--- src/hw/rtl/nrkf_pkg.sv ---
// Package for the normalized row key frequency block.
// Holds widths, the sequencer state type, shared structs and the key normalizing function.
// No dependencies.
`timescale 1ns / 1ps

package nrkf_pkg;

  localparam int ROW_BITS   = 64;
  localparam int WIDTH_W    = 7;
  localparam int KEY_ADDR_W = 8;
  localparam int MAX_KEYS   = 2 ** KEY_ADDR_W;
  localparam int KEY_CNT_W  = KEY_ADDR_W + 1;
  localparam int COUNT_W    = 16;
  localparam int APB_ADDR_W = 3;
  localparam int APB_DATA_W = 32;

  localparam logic [COUNT_W-1:0]   COUNT_MAX    = '1;
  localparam logic [KEY_CNT_W-1:0] KEYS_FULL    = KEY_CNT_W'(MAX_KEYS);
  localparam logic [WIDTH_W-1:0]   WIDTH_RESET  = WIDTH_W'(ROW_BITS);
  localparam logic                 REG_ROW_WIDTH = 1'b0;

  typedef enum logic [1:0] {
    ST_IDLE,
    ST_SCAN,
    ST_UPDATE
  } scan_state_t;

  typedef struct packed {
    logic [COUNT_W-1:0]  count;
    logic [ROW_BITS-1:0] key;
  } key_entry_t;

  typedef struct packed {
    logic [COUNT_W-1:0] best_count;
    logic [COUNT_W-1:0] row_key_count;
    logic               table_overflow;
  } row_result_t;

  typedef struct packed {
    logic                 busy;
    logic [KEY_CNT_W-1:0] keys_in_use;
  } scan_status_t;

  // Restrict a row to the active columns and invert it when column 0 is set.
  function automatic logic [ROW_BITS-1:0] norm_key(input logic [ROW_BITS-1:0] row,
                                                   input logic [WIDTH_W-1:0]  width);
    logic [ROW_BITS-1:0] mask;
    logic [ROW_BITS-1:0] key;
    if (width == '0) begin
      mask = ROW_BITS'(1);
    end else if (width >= WIDTH_W'(ROW_BITS)) begin
      mask = '1;
    end else begin
      mask = ~({ROW_BITS{1'b1}} << width[$clog2(ROW_BITS)-1:0]);
    end
    key = row & mask;
    if (key[0]) begin
      key = key ^ mask;
    end
    return key;
  endfunction

endpackage

--- src/hw/rtl/nrkf_scan.sv ---
// Sequencer that walks the key table with one shared 64-bit key comparator,
// then updates the matching or new entry and forms the result. Uses nrkf_pkg.
`timescale 1ns / 1ps

module nrkf_scan (
  input  logic                            clk,
  input  logic                            rst,
  input  logic                            start,
  input  logic [nrkf_pkg::ROW_BITS-1:0]   key_in,
  input  logic                            new_matrix,
  input  logic                            res_ready,
  output logic                            res_valid,
  output nrkf_pkg::row_result_t           result,
  output nrkf_pkg::scan_status_t          status,
  output logic                            ram_wr_en,
  output logic [nrkf_pkg::KEY_ADDR_W-1:0] ram_wr_addr,
  output nrkf_pkg::key_entry_t            ram_wr_data,
  output logic                            ram_rd_en,
  output logic [nrkf_pkg::KEY_ADDR_W-1:0] ram_rd_addr,
  input  nrkf_pkg::key_entry_t            ram_rd_data
);
  import nrkf_pkg::*;

  scan_state_t state, state_next;

  logic [ROW_BITS-1:0]   key;
  logic [KEY_CNT_W-1:0]  keys_in_use;
  logic [COUNT_W-1:0]    running_best;
  logic [KEY_CNT_W-1:0]  scan_idx;
  logic                  cmp_valid;
  logic [KEY_ADDR_W-1:0] cmp_idx;
  logic                  found;
  logic [KEY_ADDR_W-1:0] hit_idx;
  logic [COUNT_W-1:0]    hit_count;

  logic               hit_now;
  logic               issue;
  logic               table_full;
  logic [COUNT_W-1:0] row_count;
  logic [COUNT_W-1:0] best_next;
  logic               commit;

  assign hit_now    = (state == ST_SCAN) && cmp_valid && (ram_rd_data.key == key);
  assign table_full = (keys_in_use == KEYS_FULL);
  assign commit     = res_valid && res_ready;

  always_comb begin
    if (found) begin
      row_count = (hit_count == COUNT_MAX) ? COUNT_MAX : hit_count + COUNT_W'(1);
    end else if (!table_full) begin
      row_count = COUNT_W'(1);
    end else begin
      row_count = '0;
    end
    best_next = (row_count > running_best) ? row_count : running_best;
  end

  // Next state.
  always_comb begin
    state_next = state;
    unique case (state)
      ST_IDLE: begin
        if (start) begin
          state_next = ST_SCAN;
        end
      end
      ST_SCAN: begin
        if (hit_now || (!cmp_valid && scan_idx >= keys_in_use)) begin
          state_next = ST_UPDATE;
        end
      end
      ST_UPDATE: begin
        if (res_ready) begin
          state_next = ST_IDLE;
        end
      end
      default: state_next = ST_IDLE;
    endcase
  end

  // Outputs.
  always_comb begin
    issue       = 1'b0;
    res_valid   = 1'b0;
    ram_wr_en   = 1'b0;
    ram_wr_addr = keys_in_use[KEY_ADDR_W-1:0];
    ram_wr_data = '{count: row_count, key: key};
    unique case (state)
      ST_IDLE: begin
      end
      ST_SCAN: begin
        issue = !hit_now && (scan_idx < keys_in_use);
      end
      ST_UPDATE: begin
        res_valid = 1'b1;
        ram_wr_en = res_ready && (found || !table_full);
        if (found) begin
          ram_wr_addr = hit_idx;
        end
      end
      default: begin
      end
    endcase
  end

  assign ram_rd_en   = issue;
  assign ram_rd_addr = scan_idx[KEY_ADDR_W-1:0];

  assign result.best_count     = best_next;
  assign result.row_key_count  = row_count;
  assign result.table_overflow = !found && table_full;

  assign status.busy        = (state != ST_IDLE);
  assign status.keys_in_use = keys_in_use;

  always_ff @(posedge clk) begin
    if (rst) begin
      state        <= ST_IDLE;
      keys_in_use  <= '0;
      running_best <= '0;
      cmp_valid    <= 1'b0;
    end else begin
      state     <= state_next;
      cmp_valid <= issue;
      if (start && state == ST_IDLE && new_matrix) begin
        keys_in_use  <= '0;
        running_best <= '0;
      end
      if (commit) begin
        running_best <= best_next;
        if (!found && !table_full) begin
          keys_in_use <= keys_in_use + KEY_CNT_W'(1);
        end
      end
    end
  end

  always_ff @(posedge clk) begin
    if (start && state == ST_IDLE) begin
      key      <= key_in;
      scan_idx <= '0;
      found    <= 1'b0;
    end else begin
      if (issue) begin
        scan_idx <= scan_idx + KEY_CNT_W'(1);
        cmp_idx  <= scan_idx[KEY_ADDR_W-1:0];
      end
      if (hit_now) begin
        found     <= 1'b1;
        hit_idx   <= cmp_idx;
        hit_count <= ram_rd_data.count;
      end
    end
  end

endmodule

--- config.mk ---
export PLATFORM = sky130hd
export DESIGN_NAME = nrkf_scan
export DESIGN_NICKNAME = d
export VERILOG_FILES = /design/src/hw/rtl/nrkf_pkg.sv /design/src/hw/rtl/nrkf_scan.sv
export SDC_FILE = /design/constraint.sdc
export NUM_CORES = 1
export LEC_CHECK = 0
export BUFFER_PORTS_ARGS = -buffer_cell sky130_fd_sc_hd__buf_2
export CORE_UTILIZATION = 53
export CTS_BUF_LIST = sky130_fd_sc_hd__clkbuf_4
export DETAILED_ROUTE_END_ITERATION = 10
export HOLD_SLACK_MARGIN = 0.08
export PLACE_DENSITY = 0.95
export SYNTH_ARGS = -nofsm -noshare
export SYNTH_HDL_FRONTEND = slang
export SYNTH_SLANG_ARGS = --single-unit
--- constraint.sdc ---
create_clock -name clk -period 8.61 [get_ports clk]
set_input_delay 0.4305 -clock clk [delete_from_list [all_inputs] [get_ports clk]]
set_output_delay 0.4305 -clock clk [all_outputs]
set_load 0.005 [all_outputs]
==> key figures <==
Drt
  – Routed wire length on met2: 10500 um
  – Average vias per placed instance: 5.36
  – Residual antenna-violating net count after detailed routing: 0
  – Wire length per cell after detailed routing: 18.9 um
  – Top routing layer in use: met4
  – Number of iterations in the first detailed-routing pass: 5
  – Post-route DRC violation count: 0
  – Routed wire length on met3: 1630 um
  – Final WL: 20600 um
  – Initial DRC count: 501
  – Post-route met1 wirelength: 7280 um
  – DR vias: 5846

Pwr
  – Leakage component of the power: 4.17 nW
  – Total power per unit cell area: 145 nW/um^2
  – Post-layout power: 0.00132 W
  – Worst voltage drop across the vdd grid: 0.000178 V

Synth
  – Number of warnings printed during yosys synthesis: 0
  – Syn_area_per_cell: 12.1 um^2
  – Mapped cell area: 6610 um^2
  – Prevailing post-synth register cell: sky130_fd_sc_hd__edfxtp_1
  – Register area share after synthesis: 55.1%
  – Post-synthesis net count: 726
  – Number of register bits inferred by synthesis: 134
  – Synth unique cells: 48
  – Number of flops mapped to enable cells by yosys: 96
  – FFs w/ async S/R, synth: 0%
  – Cell count after synthesis: 548

Floorplan
  – Height of the die: 114 um
  – Row count: 40
  – Core Footprint: 12100 um^2
  – Initial standard-cell utilization of the core: 54.8%
  – Die Span X: 114 um
  – Ports placed on the boundary: 291
  – Die outline area: 12900 um^2

Timing
  – Accumulated negative setup slack: 0 ns
  – Post-Route Skew: 0.0316 ns
  – Slew of the pin with the lowest slew margin: 1.06 ns
  – Final count of pins violating max slew: 0
  – Count of endpoints failing setup in the final report: 0
  – Share of the clock period used by the worst path: 57.1%
  – Post-layout min period: 4.92 ns
  – Worst slew margin: 28.8%
  – Timing-limited maximum frequency: 0.203 GHz
  – RSZ-0062 raised after global routing: no
  – Number of hold violations in the final report: 0

Critical path
  – Maximum fanout along the worst path: 23
  – Nature of the critical path endpoint: primary output
  – Critical path startpoint category: register
  – CP Data Arrival Time: 4.49 ns
  – Required time at the worst-slack endpoint: 8.18 ns
  – Setup Crit Path Kind: register to primary output

Global route
  – Antenna violations before repair: 2
  – Via count of the first global-routing pass: 6006
  – Aggregate global-route resource usage: 32.2%
  – Maximum number of pins on one net before global-route repair: 75
  – Global-route wire length before repair: 30900 um
  – Final global-route overflow total: 0

Cells and area
  – Number of nets at the end of the flow: 1084
  – Layout fillers: 742
  – Commonest non-fill, non-tap cell in the layout: sky130_fd_sc_hd__buf_2
  – Fraction of final layout cells sized beyond drive strength 1: 38.4%
  – Area Growth Syn to Fin: 38.5%
  – Commonest cells after routing, fill and taps aside: sky130_fd_sc_hd__buf_2 (290), sky130_fd_sc_hd__edfxtp_1 (96), sky130_fd_sc_hd__dlygate4sd3_1 (80)

CTS
  – Clock insertion delay at the later pin of the skew report: 0.56 ns
  – Num CTS Buffers: 17
  – Buffers inserted during post-CTS setup optimization: 0
  – Clock edge transition at the registers on the reported setup and hold paths: 0.11 ns
  – H-Tree Level Count: 4
  – Clock Sinks: 134
  – CTS tree: yes
  – Root cell of the clock tree: sky130_fd_sc_hd__clkbuf_4
  – Maximum buffer depth of the clock tree: 2

Worst hold path
  – Path class of the lowest-slack min-delay path: input port to register

Placed design
  – Routability Congestion: 0.954
  – Count of port buffers added during placement: 290
  – DPL Wire Length: 13700 um

Flow run
  – MaxCap Viol Count: 0

Outcome
  – Status: complete, no violations
==> metal layers <==
layer  GRT usage, %  up-vias
met1           33.7     2718
met5              0        -
met2           56.5      362
met4           19.5        0
li1               -     2684
met3           9.99       82
==> cell type report <==
cell class                      instances  area (um^2)  share of cell area (%)
Tap cell                              168          210                    2.30
Inverter                               39          146                    1.60
Timing Repair Buffer                  372         2270                    24.8
Clock inverter                         14          150                    1.64
Antenna cell                            3         7.51                  0.0820
Sequential cell                       134         3640                    39.8
Clock buffer                           18          135                    1.48
Multi-Input combinational cell        342         2600                    28.4
==> where the power goes <==
group / switching [W] / total [W] / internal [W]
combinational: 0.0000775 / 0.000161 / 0.0000830
sequential: 0.0000205 / 0.000739 / 0.000719
clock: 0.000246 / 0.000425 / 0.000178
==> registers in the layout, summed over array words and instances (netlist names) <==
| signal | count |
|---|---|
| key | 64 |
| hit_count | 16 |
| running_best | 16 |
| keys_in_use | 9 |
| scan_idx | 9 |
| cmp_idx | 8 |
| hit_idx | 8 |
| state | 2 |
| cmp_valid | 1 |
| found | 1 |
==> what timing repair did <==
item                                   CTS  global route
endpoints found under the hold margin   80             0
resized for setup                        0             0
hold buffers                            80             0
==> metrics by stage <==
stage	instance area (um^2)	util (%)	worst slack, ns	hold WS, ns	cells
6_report	9160	75.9	3.69	0.181	1090
4_1_cts	9150	75.9	3.69	0.126	1087
5_1_grt	9150	75.9	3.30	0.148	1089
2_1_floorplan	6610	-	4.69	0.400	548
3_3_place_gp	8060	66.8	4.46	0.402	975
3_5_place_dp	8060	66.8	4.29	0.405	975
==> worst max-delay path: stages (launching register included) <==
cell,delay (ns)
sky130_fd_sc_hd__edfxtp_1,0.41
sky130_fd_sc_hd__ha_1,0.21
sky130_fd_sc_hd__nand3_1,0.20
sky130_fd_sc_hd__nor4_4,0.38
sky130_fd_sc_hd__nand4_1,0.36
sky130_fd_sc_hd__a21oi_1,0.47
sky130_fd_sc_hd__ha_1,0.32
sky130_fd_sc_hd__a21o_1,0.18
sky130_fd_sc_hd__a21o_1,0.17
sky130_fd_sc_hd__a21oi_1,0.14
sky130_fd_sc_hd__o21a_1,0.12
sky130_fd_sc_hd__nor2_1,0.05
sky130_fd_sc_hd__o21ai_1,0.14
sky130_fd_sc_hd__buf_4,0.28
sky130_fd_sc_hd__mux2_2,0.38
sky130_fd_sc_hd__buf_2,0.13
==> kinds of logic after synthesis <==
| logic type | after synthesis | synth area share (%) |
|---|---|---|
| compound gates | 74 | 7.42 |
| xor+xnor | 84 | 11.1 |
| fa+ha+maj | 29 | 5.49 |
| buf+inv | 72 | 5.62 |
| flops | 134 | 55.1 |
| mux | 24 | 3.97 |
| simple gates | 131 | 11.3 |
==> synth_stat cells, drive strengths merged (3+ instances only) <==
master  number  area share, %
a21o         8           0.91
a21oi       24            2.0
a22o        16            2.1
and4         3           0.40
buf         28            3.1
clkbuf       5           0.28
dfxtp       38             12
edfxtp      96             44
ha          29            5.5
inv         38            2.2
mux2        18            3.1
mux2i        6           0.91
nand2       19            1.1
nand2b       4           0.38
nand3       15            1.1
nand4       18            1.9
nor2        28            1.6
nor2b        3           0.28
nor3        11           0.83
nor4        17            2.1
o21ai       18            1.4
or3          3           0.28
xnor2       21            2.8
xor2        63            8.3
==> final timing paths <==
check / start / to / slack [ns] / cells past startpoint
max: hit_count[0] / result[29] / 3.69 / 15
min: rst / keys_in_use[7] / 0.18 / 2
max reg2reg: hit_count[0] / running_best[4] / 4.14 / 13
min reg2reg: cmp_idx[7] / hit_idx[7] / 0.44 / 0
Note: power is estimated with default switching activity, not from simulation.
